===== src/rtl/bit_packer_fixed_and_vbr_unit_macros.svh =====
// Assertion macros shared by the bit packer RTL.
// Depends on a clock named clk and an active-high reset named rst in the including scope.
`ifndef BIT_PACKER_FIXED_AND_VBR_UNIT_MACROS_SVH
`define BIT_PACKER_FIXED_AND_VBR_UNIT_MACROS_SVH

// Same-cycle implication, muted while reset is high.
`define BPK_ASSERT_NOW(label, ante, cons, msg) \
  label: assert property (@(posedge clk) disable iff (rst) (ante) |-> (cons)) else $error(msg);

// Next-cycle implication, muted while reset is high.
`define BPK_ASSERT_NEXT(label, ante, cons, msg) \
  label: assert property (@(posedge clk) disable iff (rst) (ante) |=> (cons)) else $error(msg);

`endif


===== src/rtl/bpk_pkg.sv =====
// Types, codes and microcode ROM for the bit packer sequencer.
// No dependencies; used by bit_packer_fixed_and_vbr_unit.
package bpk_pkg;

  localparam int UPC_W = 5;

  typedef enum logic [1:0] {
    OP_FIXED = 2'd0,
    OP_VBR   = 2'd1,
    OP_ALIGN = 2'd2,
    OP_RAW   = 2'd3
  } op_t;

  // What a step hands to the result path.
  typedef enum logic [2:0] {
    EMIT_NONE = 3'd0,
    EMIT_LO   = 3'd1,
    EMIT_HI   = 3'd2,
    EMIT_RAW  = 3'd3,
    EMIT_CNT  = 3'd4,
    EMIT_ERR  = 3'd5
  } emit_t;

  // Jump conditions.
  typedef enum logic [2:0] {
    COND_NEVER     = 3'd0,
    COND_ALWAYS    = 3'd1,
    COND_NO_SPILL  = 3'd2,
    COND_MORE      = 3'd3,
    COND_FILL_ZERO = 3'd4,
    COND_FILL_LE32 = 3'd5,
    COND_IS_RAW    = 3'd6,
    COND_TOO_WIDE  = 3'd7
  } cond_t;

  typedef struct packed {
    emit_t            emit;
    logic             push;
    logic             clr;
    logic             fin;
    cond_t            cond;
    logic [UPC_W-1:0] target;
  } ucode_t;

  // Program entry points, jump targets and the common finishing step.
  localparam logic [UPC_W-1:0] ENTRY_ALIGN = 5'd0;
  localparam logic [UPC_W-1:0] STEP_ALN_CLR = 5'd3;
  localparam logic [UPC_W-1:0] STEP_RAW_OUT = 5'd5;
  localparam logic [UPC_W-1:0] ENTRY_FIXED = 5'd6;
  localparam logic [UPC_W-1:0] STEP_FIX_ERR = 5'd11;
  localparam logic [UPC_W-1:0] ENTRY_VBR = 5'd12;
  localparam logic [UPC_W-1:0] STEP_VBR_TEST = 5'd16;
  localparam logic [UPC_W-1:0] STEP_FIN = 5'd17;

  function automatic ucode_t mk(input emit_t e, input logic p, input logic c, input logic f,
                                input cond_t cd, input logic [UPC_W-1:0] t);
    ucode_t w;
    w.emit   = e;
    w.push   = p;
    w.clr    = c;
    w.fin    = f;
    w.cond   = cd;
    w.target = t;
    return w;
  endfunction

  function automatic ucode_t ucode_rom(input logic [UPC_W-1:0] a);
    ucode_t w;
    case (a)
      // align and aligned raw word: flush, clear, then count or raw word
      5'd0:  w = mk(EMIT_NONE, 1'b0, 1'b0, 1'b0, COND_FILL_ZERO, STEP_ALN_CLR);
      5'd1:  w = mk(EMIT_LO,   1'b0, 1'b0, 1'b0, COND_FILL_LE32, STEP_ALN_CLR);
      5'd2:  w = mk(EMIT_HI,   1'b0, 1'b0, 1'b0, COND_NEVER,     STEP_FIN);
      5'd3:  w = mk(EMIT_NONE, 1'b0, 1'b1, 1'b0, COND_IS_RAW,    STEP_RAW_OUT);
      5'd4:  w = mk(EMIT_CNT,  1'b0, 1'b0, 1'b0, COND_ALWAYS,    STEP_FIN);
      5'd5:  w = mk(EMIT_RAW,  1'b0, 1'b0, 1'b0, COND_ALWAYS,    STEP_FIN);
      // fixed append
      5'd6:  w = mk(EMIT_NONE, 1'b0, 1'b0, 1'b0, COND_TOO_WIDE,  STEP_FIX_ERR);
      5'd7:  w = mk(EMIT_NONE, 1'b1, 1'b0, 1'b0, COND_NEVER,     STEP_FIN);
      5'd8:  w = mk(EMIT_NONE, 1'b0, 1'b0, 1'b0, COND_NO_SPILL,  STEP_FIN);
      5'd9:  w = mk(EMIT_LO,   1'b0, 1'b0, 1'b0, COND_NEVER,     STEP_FIN);
      5'd10: w = mk(EMIT_HI,   1'b0, 1'b0, 1'b0, COND_ALWAYS,    STEP_FIN);
      5'd11: w = mk(EMIT_ERR,  1'b0, 1'b0, 1'b0, COND_ALWAYS,    STEP_FIN);
      // vbr append: one chunk per pass
      5'd12: w = mk(EMIT_NONE, 1'b1, 1'b0, 1'b0, COND_NEVER,     STEP_FIN);
      5'd13: w = mk(EMIT_NONE, 1'b0, 1'b0, 1'b0, COND_NO_SPILL,  STEP_VBR_TEST);
      5'd14: w = mk(EMIT_LO,   1'b0, 1'b0, 1'b0, COND_NEVER,     STEP_FIN);
      5'd15: w = mk(EMIT_HI,   1'b0, 1'b0, 1'b0, COND_NEVER,     STEP_FIN);
      5'd16: w = mk(EMIT_NONE, 1'b0, 1'b0, 1'b0, COND_MORE,      ENTRY_VBR);
      5'd17: w = mk(EMIT_NONE, 1'b0, 1'b0, 1'b1, COND_NEVER,     STEP_FIN);
      default: w = mk(EMIT_NONE, 1'b0, 1'b0, 1'b1, COND_NEVER,   STEP_FIN);
    endcase
    return w;
  endfunction

endpackage


===== src/rtl/bit_packer_fixed_and_vbr_unit.sv =====
// Bit packer top level: microcoded sequencer over a 64-bit packing buffer.
// Depends on bpk_pkg and bit_packer_fixed_and_vbr_unit_macros.svh.
//
//  channel | dir | handshake                  | payload
//  --------+-----+----------------------------+----------------------------------------------
//  s_*     | in  | s_tvalid / s_tready        | tuser: operation; tdata: data_value, field_width
//  m_*     | out | m_tvalid / m_tready        | tdata: out_word, word_position;
//          |     |                            | tuser: word_present, too_wide_error; tlast
//
// Sequencing: one item at a time. After the accept, the microprogram runs one step a
//   cycle unless stalled: fixed append 4 steps (6 with a spilled word pair, 3 when
//   rejected), vbr 1 step plus 3 per chunk plus 2 per spilled pair, align or raw word
//   4 to 6 steps. The ROM program and the single buffer shifter set these step counts.
// Reset: rst (synchronous) empties the buffer, zeroes the word counter, drops held words.
// Stalls: a step that hands a word on waits while the output register is full and not
//   taken; s_tready stays low until the finishing step has delivered the last word.
`include "bit_packer_fixed_and_vbr_unit_macros.svh"

module bit_packer_fixed_and_vbr_unit #(
  parameter int COUNT_BITS = 32
) (
  input  logic        clk,
  input  logic        rst,
  input  logic        s_tvalid,
  output logic        s_tready,
  input  logic [71:0] s_tdata,   // [63:0] data_value, [69:64] field_width, [71:70] zero
  input  logic [1:0]  s_tuser,   // [1:0] operation
  output logic        m_tvalid,
  input  logic        m_tready,
  output logic [63:0] m_tdata,   // [31:0] out_word, [63:32] word_position
  output logic [1:0]  m_tuser,   // [0] word_present, [1] too_wide_error
  output logic        m_tlast
);

  // ---------------------------------------------------------------- sequencer
  logic                       busy;
  logic [bpk_pkg::UPC_W-1:0]  upc;
  bpk_pkg::ucode_t            uc;
  logic                       out_free;
  logic                       stall;
  logic                       advance;
  logic                       take;
  logic                       jump;

  // ---------------------------------------------------------------- datapath
  bpk_pkg::op_t     op;
  logic [63:0]      val;
  logic [5:0]       fw;
  logic [63:0]      buffer;
  logic [5:0]       fill;
  logic [31:0]      carry;
  logic             spill;
  logic             more;
  logic [COUNT_BITS-1:0] cnt;

  logic [5:0]       wfix;
  logic [5:0]       wvbr;
  logic [4:0]       pay;
  logic [63:0]      vsh;
  logic             more_now;
  logic [31:0]      lowmask;
  logic [31:0]      chunk;
  logic [5:0]       wpush;
  logic [63:0]      merged;
  logic [6:0]       sum;
  logic [31:0]      carry_next;
  logic             too_wide;

  // held result (one behind) and output register
  logic             held_valid;
  logic [31:0]      held_word;
  logic             held_present;
  logic [31:0]      held_pos;
  logic             held_err;
  logic [31:0]      new_word;
  logic             new_present;
  logic             new_err;
  logic [31:0]      pos_now;
  logic             load_out;
  logic [31:0]      out_word;
  logic [31:0]      out_pos;
  logic             out_present;
  logic             out_err;
  logic             out_last;

  assign uc       = bpk_pkg::ucode_rom(upc);
  assign out_free = !m_tvalid || m_tready;
  assign take     = s_tvalid && s_tready;
  assign s_tready = !rst && !busy;

  // Hold a step while its result cannot move on.
  assign stall = busy && ((uc.emit != bpk_pkg::EMIT_NONE && held_valid && !out_free) ||
                          (uc.fin && !out_free));
  assign advance = busy && !stall;

  always_comb begin
    case (uc.cond)
      bpk_pkg::COND_NEVER:     jump = 1'b0;
      bpk_pkg::COND_ALWAYS:    jump = 1'b1;
      bpk_pkg::COND_NO_SPILL:  jump = !spill;
      bpk_pkg::COND_MORE:      jump = more;
      bpk_pkg::COND_FILL_ZERO: jump = (fill == 6'd0);
      bpk_pkg::COND_FILL_LE32: jump = (fill <= 6'd32);
      bpk_pkg::COND_IS_RAW:    jump = (op == bpk_pkg::OP_RAW);
      bpk_pkg::COND_TOO_WIDE:  jump = too_wide;
      default:                 jump = 1'b0;
    endcase
  end

  always_ff @(posedge clk) begin
    if (rst) begin
      busy <= 1'b0;
      upc  <= bpk_pkg::STEP_FIN;
    end else if (take) begin
      busy <= 1'b1;
      case (bpk_pkg::op_t'(s_tuser))
        bpk_pkg::OP_FIXED: upc <= bpk_pkg::ENTRY_FIXED;
        bpk_pkg::OP_VBR:   upc <= bpk_pkg::ENTRY_VBR;
        default:           upc <= bpk_pkg::ENTRY_ALIGN;
      endcase
    end else if (advance) begin
      if (uc.fin) begin
        busy <= 1'b0;
      end else if (jump) begin
        upc <= uc.target;
      end else begin
        upc <= upc + bpk_pkg::UPC_W'(1);
      end
    end
  end

  // ---------------------------------------------------------------- chunk and merge
  assign wfix     = (fw > 6'd32) ? 6'd32 : fw;
  assign wvbr     = (wfix < 6'd2) ? 6'd2 : wfix;
  assign pay      = 5'(wvbr - 6'd1);
  assign vsh      = val >> pay;
  assign more_now = (vsh != 64'd0);
  assign lowmask  = (32'd1 << pay) - 32'd1;
  assign too_wide = ((val >> wfix) != 64'd0);

  always_comb begin
    if (op == bpk_pkg::OP_VBR) begin
      chunk = (val[31:0] & lowmask) | (32'(more_now) << pay);
      wpush = wvbr;
    end else begin
      chunk = val[31:0];
      wpush = wfix;
    end
  end

  assign merged     = buffer | ({32'd0, chunk} << fill);
  assign sum        = {1'b0, fill} + {1'b0, wpush};
  // Bits that overflow a full buffer start the next one.
  assign carry_next = 32'({32'd0, chunk} >> (7'd64 - {1'b0, fill}));

  always_ff @(posedge clk) begin
    if (take) begin
      op  <= bpk_pkg::op_t'(s_tuser);
      val <= s_tdata[63:0];
      fw  <= s_tdata[69:64];
    end else if (advance && uc.push && op == bpk_pkg::OP_VBR) begin
      val  <= vsh;
      more <= more_now;
    end
  end

  always_ff @(posedge clk) begin
    if (rst) begin
      buffer <= 64'd0;
      fill   <= 6'd0;
      spill  <= 1'b0;
    end else if (advance) begin
      if (uc.push) begin
        buffer <= merged;
        fill   <= sum[5:0];
        spill  <= sum[6];
        carry  <= carry_next;
      end else if (uc.emit == bpk_pkg::EMIT_HI) begin
        buffer <= {32'd0, carry};
        spill  <= 1'b0;
      end else if (uc.clr) begin
        buffer <= 64'd0;
        fill   <= 6'd0;
      end
    end
  end

  // ---------------------------------------------------------------- results
  assign pos_now = 32'(cnt);

  always_comb begin
    new_word    = 32'd0;
    new_present = 1'b0;
    new_err     = 1'b0;
    case (uc.emit)
      bpk_pkg::EMIT_LO: begin
        new_word    = buffer[31:0];
        new_present = 1'b1;
      end
      bpk_pkg::EMIT_HI: begin
        new_word    = buffer[63:32];
        new_present = 1'b1;
      end
      bpk_pkg::EMIT_RAW: begin
        new_word    = val[31:0];
        new_present = 1'b1;
      end
      bpk_pkg::EMIT_ERR: new_err = 1'b1;
      default: ;
    endcase
  end

  always_ff @(posedge clk) begin
    if (rst) begin
      cnt <= '0;
    end else if (advance && new_present) begin
      cnt <= cnt + COUNT_BITS'(1);
    end
  end

  // Keep the newest result back one step so the final one can carry tlast.
  always_ff @(posedge clk) begin
    if (rst) begin
      held_valid <= 1'b0;
    end else if (advance && uc.fin) begin
      held_valid <= 1'b0;
    end else if (advance && uc.emit != bpk_pkg::EMIT_NONE) begin
      held_valid   <= 1'b1;
      held_word    <= new_word;
      held_present <= new_present;
      held_pos     <= pos_now;
      held_err     <= new_err;
    end
  end

  assign load_out = advance && (uc.fin || (uc.emit != bpk_pkg::EMIT_NONE && held_valid));

  always_ff @(posedge clk) begin
    if (rst) begin
      m_tvalid <= 1'b0;
    end else if (load_out) begin
      m_tvalid <= 1'b1;
    end else if (m_tready) begin
      m_tvalid <= 1'b0;
    end
  end

  always_ff @(posedge clk) begin
    if (load_out) begin
      out_last <= uc.fin;
      if (held_valid) begin
        out_word    <= held_word;
        out_present <= held_present;
        out_pos     <= held_pos;
        out_err     <= held_err;
      end else begin
        // nothing emitted by this item: report the word count alone
        out_word    <= 32'd0;
        out_present <= 1'b0;
        out_pos     <= pos_now;
        out_err     <= 1'b0;
      end
    end
  end

  assign m_tdata = {out_pos, out_word};
  assign m_tuser = {out_err, out_present};
  assign m_tlast = out_last;

  // ---------------------------------------------------------------- checks
  `BPK_ASSERT_NOW(a_idle_nothing_held, !busy, !held_valid, "held result left after item end")
  `BPK_ASSERT_NOW(a_fin_no_spill, busy && uc.fin, !spill, "spilled word pair not delivered")
  `BPK_ASSERT_NOW(a_err_alone, m_tvalid && m_tuser[1], m_tlast && !m_tuser[0], "error result mixed with a word")
  `BPK_ASSERT_NEXT(a_fin_ends_item, advance && uc.fin, m_tvalid && m_tlast && !busy, "finish step did not close the item")

endmodule


===== config.mk =====
export PLATFORM = sky130hd
export DESIGN_NAME = bit_packer_fixed_and_vbr_unit
export DESIGN_NICKNAME = d
export VERILOG_FILES = /design/src/rtl/bpk_pkg.sv /design/src/rtl/bit_packer_fixed_and_vbr_unit.sv
export VERILOG_INCLUDE_DIRS = /design/src /design/src/rtl
export SDC_FILE = /design/constraint.sdc
export NUM_CORES = 1
export LEC_CHECK = 0
export BUFFER_PORTS_ARGS = -buffer_cell sky130_fd_sc_hd__buf_4
export CAP_MARGIN = 20
export CORE_MARGIN = 3
export CORE_UTILIZATION = 40
export DETAILED_ROUTE_END_ITERATION = 10
export PLACE_DENSITY = 0.62
export REMOVE_ABC_BUFFERS = 1
export SYNTH_ARGS = -nofsm -noshare
export SYNTH_HDL_FRONTEND = slang
export SYNTH_SLANG_ARGS = --single-unit

===== constraint.sdc =====
create_clock -name clk -period 8.6 [get_ports clk]
set_clock_uncertainty 0.15 [all_clocks]
set_input_delay 1.72 -clock clk [delete_from_list [all_inputs] [get_ports clk]]
set_output_delay 1.72 -clock clk [all_outputs]
set_load 0.02 [all_outputs]

* Word-level counts from Yosys, hierarchy flattened
Memories as Yosys holds them, arrays and structs flattened. A register that Yosys moved wholly into a read port is not among the register bits.
Cells that the tools add are included.
** Storage, ports and cells
- Register bits :: 349
- Memory bits (read-only) :: 448
- Bits of input ports :: 78
- Logic and storage cells :: 136
- Memories kept :: 1
** Operators by class
- Add/sub/neg operators :: 6
- $lt $le $gt $ge :: 3
- Equality and inequality tests :: 16
- Shifts and indexed selects :: 6
- Muxes and demuxes :: 31
- Bitwise logic cells :: 6
- Reductions and logical operators :: 45
** Memory list
- (name not given) :: depth 32, width 14, read ports 1, clocked after memory_dff 1, wr ports 0, line bpk_pkg.sv:69 : case (a)
** Operator list (number)
- $mux W64 :: 5
- $reduce_bool A64 Y1 :: 2
- $pmux W32 S3 :: 1
- $mux W32 :: 2
- $or A64 B64 Y64 :: 1
- $shl A32 B6 Y64 :: 1
- $shr A64 B5 Y64 :: 1
- $shr A64 B6 Y64 :: 1
- $mux W6 :: 6
- $add A32 B1 Y32 const B :: 1
- $and A32 B32 Y32 :: 1
- $or A32 B32 Y32 :: 1
- $shl A1 B5 Y32 :: 1
- $shl A1 B5 Y32 const A :: 1
- $shr A32 B7 Y32 :: 1
- $sub A32 B1 Y32 const B :: 1
- $mux W5 :: 6
- $eq A3 B3 Y1 const B :: 5
- $logic_and A1 B1 Y1 :: 13
- $eq A3 B2 Y1 const B :: 4
- $reduce_bool A2 Y1 :: 6
- $reduce_and A2 Y1 :: 5
- $mux W1 :: 9
- $reduce_and A3 Y1 :: 3
- other kinds (23) :: 35

* Depth between registers and ports, before layout
- Depth in word-level cells :: 13
- Gate-level depth with buffers :: 28

* Worst setup path after synthesis
Ideal clock, no wire load.
- Kind :: input-to-reg
- From :: input m_tready
- To :: register val[0], enable pin
- Library setup time :: 0.574 ns
- Arrival :: 6.734 ns
- Data required time :: 7.876 ns
- Slack :: 1.142 ns
- Stages on the path :: 4
- Buffers on the path :: 0
- Cell sequence :: nand2b_1 o21a_1 nand2_1 o21ai_0
** Between the ends
- Longest elaborated chain between the ends :: 10
- Elaborated cells between the ends (all ways) :: 11
** Ends and longest elaborated chain
- from (decl) :: line bit_packer_fixed_and_vbr_unit.sv:29 : input logic m_tready,
- $logic_or A1 B1 Y1 * :: line bit_packer_fixed_and_vbr_unit.sv:87 : assign out_free = !m_tvalid || m_tready;
- $logic_not A1 Y1 * :: line bit_packer_fixed_and_vbr_unit.sv:92, bit_packer_fixed_and_vbr_unit.sv:93
- $logic_and A1 B1 Y1 (on tied branches) :: line bit_packer_fixed_and_vbr_unit.sv:92, bit_packer_fixed_and_vbr_unit.sv:93
- $logic_or A1 B1 Y1 * :: line bit_packer_fixed_and_vbr_unit.sv:92 : assign stall = busy && ((uc.emit != bpk_pkg::EMIT_NONE && held_valid && !out_free) ||
- $logic_and A1 B1 Y1 * :: line bit_packer_fixed_and_vbr_unit.sv:92
- $logic_not A1 Y1 * :: line bit_packer_fixed_and_vbr_unit.sv:94 : assign advance = busy && !stall;
- $logic_and A1 B1 Y1 * :: line bit_packer_fixed_and_vbr_unit.sv:94
- $logic_and A1 B1 Y1 * (2 in a row) :: line bit_packer_fixed_and_vbr_unit.sv:161 : end else if (advance && uc.push && op == bpk_pkg::OP_VBR) begin
- $reduce_bool A2 Y1 (no line) *
- to (signal assigned) :: line bit_packer_fixed_and_vbr_unit.sv:159 : val <= s_tdata[63:0];
- to (signal assigned) :: line bit_packer_fixed_and_vbr_unit.sv:162 : val <= vsh;
- to (decl) :: line bit_packer_fixed_and_vbr_unit.sv:47 : logic [63:0] val;
Every way passes the cells marked *; elsewhere a longest branch is shown, timed or not.
A chain may end at the register's enable or synchronous reset.

* Final worst setup path
- From :: register fw[4]
- To :: register buffer[58]
** Between the ends
- Longest elaborated chain between the ends :: 13
- Elaborated cells between the ends (all ways) :: 16
** Ends and longest elaborated chain
- from (decl) :: line bit_packer_fixed_and_vbr_unit.sv:48 : logic [5:0] fw;
- from (signal assigned) :: line bit_packer_fixed_and_vbr_unit.sv:160 : fw <= s_tdata[69:64];
- $gt A6 B6 Y1 :: line bit_packer_fixed_and_vbr_unit.sv:133 : assign wfix = (fw > 6'd32) ? 6'd32 : fw;
- $mux W6 * :: line bit_packer_fixed_and_vbr_unit.sv:133
- $lt A6 B2 Y1 :: line bit_packer_fixed_and_vbr_unit.sv:134 : assign wvbr = (wfix < 6'd2) ? 6'd2 : wfix;
- $mux W6 * :: line bit_packer_fixed_and_vbr_unit.sv:134
- $sub A5 B1 Y5 * :: line bit_packer_fixed_and_vbr_unit.sv:135 : assign pay = 5'(wvbr - 6'd1);
- $shl A1 B5 Y32 or $shr A64 B5 Y64 (tied branches) :: line bit_packer_fixed_and_vbr_unit.sv:138, bit_packer_fixed_and_vbr_unit.sv:136
- $sub A32 B1 Y32 or $reduce_bool A64 Y1 (tied branches) :: line bit_packer_fixed_and_vbr_unit.sv:138, bit_packer_fixed_and_vbr_unit.sv:137
- $and A32 B32 Y32 or $shl A1 B5 Y32 (tied branches) :: line bit_packer_fixed_and_vbr_unit.sv:143 : chunk = (val[31:0] & lowmask) | (32'(more_now) << pay);
- $or A32 B32 Y32 * :: line bit_packer_fixed_and_vbr_unit.sv:143
- $mux W32 * :: line bit_packer_fixed_and_vbr_unit.sv:142 : if (op == bpk_pkg::OP_VBR) begin
- $shl A32 B6 Y64 * :: line bit_packer_fixed_and_vbr_unit.sv:151 : assign merged = buffer | ({32'd0, chunk} << fill);
- $or A64 B64 Y64 * :: line bit_packer_fixed_and_vbr_unit.sv:151
- $mux W64 * :: line bit_packer_fixed_and_vbr_unit.sv:173 : if (uc.push) begin
- to (signal assigned) :: line bit_packer_fixed_and_vbr_unit.sv:174 : buffer <= merged;
- to (signal assigned) :: line bit_packer_fixed_and_vbr_unit.sv:179 : buffer <= {32'd0, carry};
- to (decl) :: line bit_packer_fixed_and_vbr_unit.sv:49 : logic [63:0] buffer;
Marks and branches as above.

==> results.toml <==
[clocking]
clock_latency_ps = 590
clk_path_buf_depth = 3
post_cts_buffers = 0
cts_hold_buf = 0
cts_tree = "built"
cts.root.buffer_cell = "clkbuf_16"
clk_pin_slew_worst_paths_ps = 60
ctsHtreeMaxLevel = 2
numCtsBuffers = 42
clkSinkCount = 363
cts_resized = 0

[global_route]
grt_pass1_wl_mm = 168
antenna_found_initial = 2
grt_max_degree = 71
gr-total-overflow = 0
grt_pass1_vias = 25654
track_usage_pct = 29.7

[placed_design]
dpl_cell_area_mm2 = 0.0302
gp_congestion = 1.03
post-dp-hpwl_mm = 80.6
io_buffers = 144
dp_slack_ps = 749
dpl.cell_count = 4027

[pwr]
p_sw_share_pct = 34.7
combinationalPowerShare_pct = 27.4
power.net_switching_uw = 1850
pwr-share-seq_pct = 39.7
p_int_uw = 3480
vdd_ir_drop_max_uv = 130
clkPwrFrac_pct = 32.8
powerDensity_mw_per_mm2 = 169
leakage_uw = 0.0115

[yosys]
synthTopCellsByArea = "edfxtp_1 25%, mux4_2 11%, dfxtp_1 8.9%"
synth_top_area_share_pct = 25.3
syn_area_mm2 = 0.0282
yosysTopAreaCell = "edfxtp_1"
asyncSetResetFlopFracSynth_pct = 0
yosys_register_bits = 363
avgSynthCellArea_um2 = 9.00
yosysWarnings = 0
netlist_instances = 3134
synth_edf_count = 238
yosysSeqAreaShare_pct = 34.2
ys_types = 93
synth_ff_type = "edfxtp_1"

[cells_and_area]
seq_area_mm2 = 0.00965
multi_input_area_mm2 = 0.0173
post-route-util_pct = 45.6
final_cell_mix = "363 x nor2_1, 347 x nand2_1, 243 x buf_4"
finalNonFillerCells = 4109
final_nets = 3238
n_fill_cell = 6833
n_antenna_cell = 0
design_area_mm2 = 0.0315
drive_gt1_share_pct = 18.4
area_growth_pct = 11.8
final_common_cell = "nor2_1"

[worst_setup_path]
max_stage_delay_ps = 850
crit_path_top_delay_cell = "a221oi_1"
cpMostUsedCell = "nor2_1"
cpLargestDelayFamily = "simple AND/OR/NAND/NOR gates"
path_buf_inv = 5
cp-start-kind = "flip-flop"
end_kind = "flip-flop"
crit_required_ps = 8910
worstPathArrival_ps = 8180
critical_path_class = "reg -> reg"
worstPathCellList = "nor3_1, nor2_1, nor2_1, inv_1, ha_1, xnor2_2, buf_4, nand2_1, o22ai_1, nor2_1, or4b_1, o22ai_1, nand4_1, buf_4, nor2_1, buf_4, o31ai_1, buf_2, mux4_2, a221oi_1, a221o_1, o22ai_1"
critPathMaxFanout = 31

[sta]
period_needed_ps = 7870
tightest_slew_ps = 1090
finalWorstSetupSlack_ps = 727
hold_viol = 0
max_freq_mhz = 127
slew_headroom_pct = 26.9
tns_ps = 0
finalMaxSlewViolations = 0
fin_crit_sh_pct = 91.5
rsz0062_at_grt = "false"
setup_viol = 0

[floorplanning]
ios = 147
coreArea_mm2 = 0.0692
rows = 96
dieHeight_um = 271
dieArea_mm2 = 0.0737
die_x_um = 271
start_util_pct = 40.8

[routing]
vias = 27641
drc_errors = 0
via_per_inst = 6.73
ant_nets = 0
post_drt_wl_per_cell_um = 27.6
drt_iter0_drc = 3687
wirelength_mm = 114
drt_pre_antenna_iters = 6

[worst_hold_path]
worstHoldPathType = "reg -> reg"

[run_status]
run_status = "complete, no violations"

[flow_run]
drv_cap = 0
## cell usage after synthesis (34+ instances only)
cell type,number
nor2_1,366
nand2_1,348
edfxtp_1,238
clkbuf_1,222
o21ai_0,180
a21oi_1,146
mux4_2,135
dfxtp_1,125
mux2i_1,106
nand3_1,103
nor3_1,78
mux2_2,76
a22oi_1,68
and2_1,57
a31oi_1,54
a211oi_1,47
a221oi_1,46
inv_1,45
o22ai_1,34
## power groups by stage
| stage | clock (µW) | combinational (µW) | sequential (µW) |
|---|---|---|---|
| after floorplan | 0 | 873 | 2130 |
| after global placement | 0 | 1420 | 2140 |
| after detailed placement | 0 | 1420 | 2140 |
| after CTS | 1780 | 1420 | 2100 |
| after global routing | 1850 | 1550 | 2120 |
| final | 1750 | 1460 | 2120 |
## layout make-up
| type | count | share of cell area [%] |
|---|---|---|
| multi-input cells | 2436 | 54.9 |
| inverters | 51 | 0.615 |
| repair buffers | 250 | 5.95 |
| clock buffers | 49 | 3.55 |
| clock inverters | 29 | 0.651 |
| flip-flops and latches | 363 | 30.6 |
| well taps | 931 | 3.69 |
## through the flow
stage | hold WS, ps | total power (µW)
2_1_floorplan | 275 | 3000
3_3_place_gp | 287 | 3560
3_5_place_dp | 292 | 3560
4_1_cts | 307 | 5300
5_1_grt | 344 | 5510
6_report | 307 | 5330
## flip-flops by register name, summed over array words and instances (netlist names), 2 cells and up
signal	cells
fill	6
held_word	32
fw	6
val	64
op	2
carry	32
uc	14
upc	5
held_pos	32
out_pos	32
buffer	64
cnt	32
out_word	32
## layer usage
| metal | wire length [µm] | track usage [%] | share of wire [%] | up-vias |
|---|---|---|---|---|
| li1 | - | - | - | 12081 |
| met1 | 46000 | 41.6 | 41 | 13318 |
| met2 | 46700 | 42.2 | 41 | 1900 |
| met3 | 14700 | 8.77 | 13 | 338 |
| met4 | 6030 | 13.6 | 5.3 | 4 |
| met5 | 30 | 0 | 0.026 | - |
## worst paths after layout
path              depth (start not counted)  startpoint  slack, ps    endpoint
setup / recovery                         22       fw[4]        730  buffer[58]
hold / removal                            1  buffer[34]        310  buffer[34]
setup reg to reg                         22       fw[4]        730  buffer[58]
hold reg to reg                           1  buffer[34]        310  buffer[34]
## logic make-up (layout without fill, tap and decap cells)
group	Yosys count	count (layout)	share of synthesized area (%)
fa+ha+maj	17	17	0.772
compound gates	927	927	22.8
buf+inv	335	379	4.73
mux	317	317	17.6
simple gates	1129	1129	18.5
xor+xnor	46	46	1.43
flops	363	363	34.2
(Power assumes the default switching activity.)
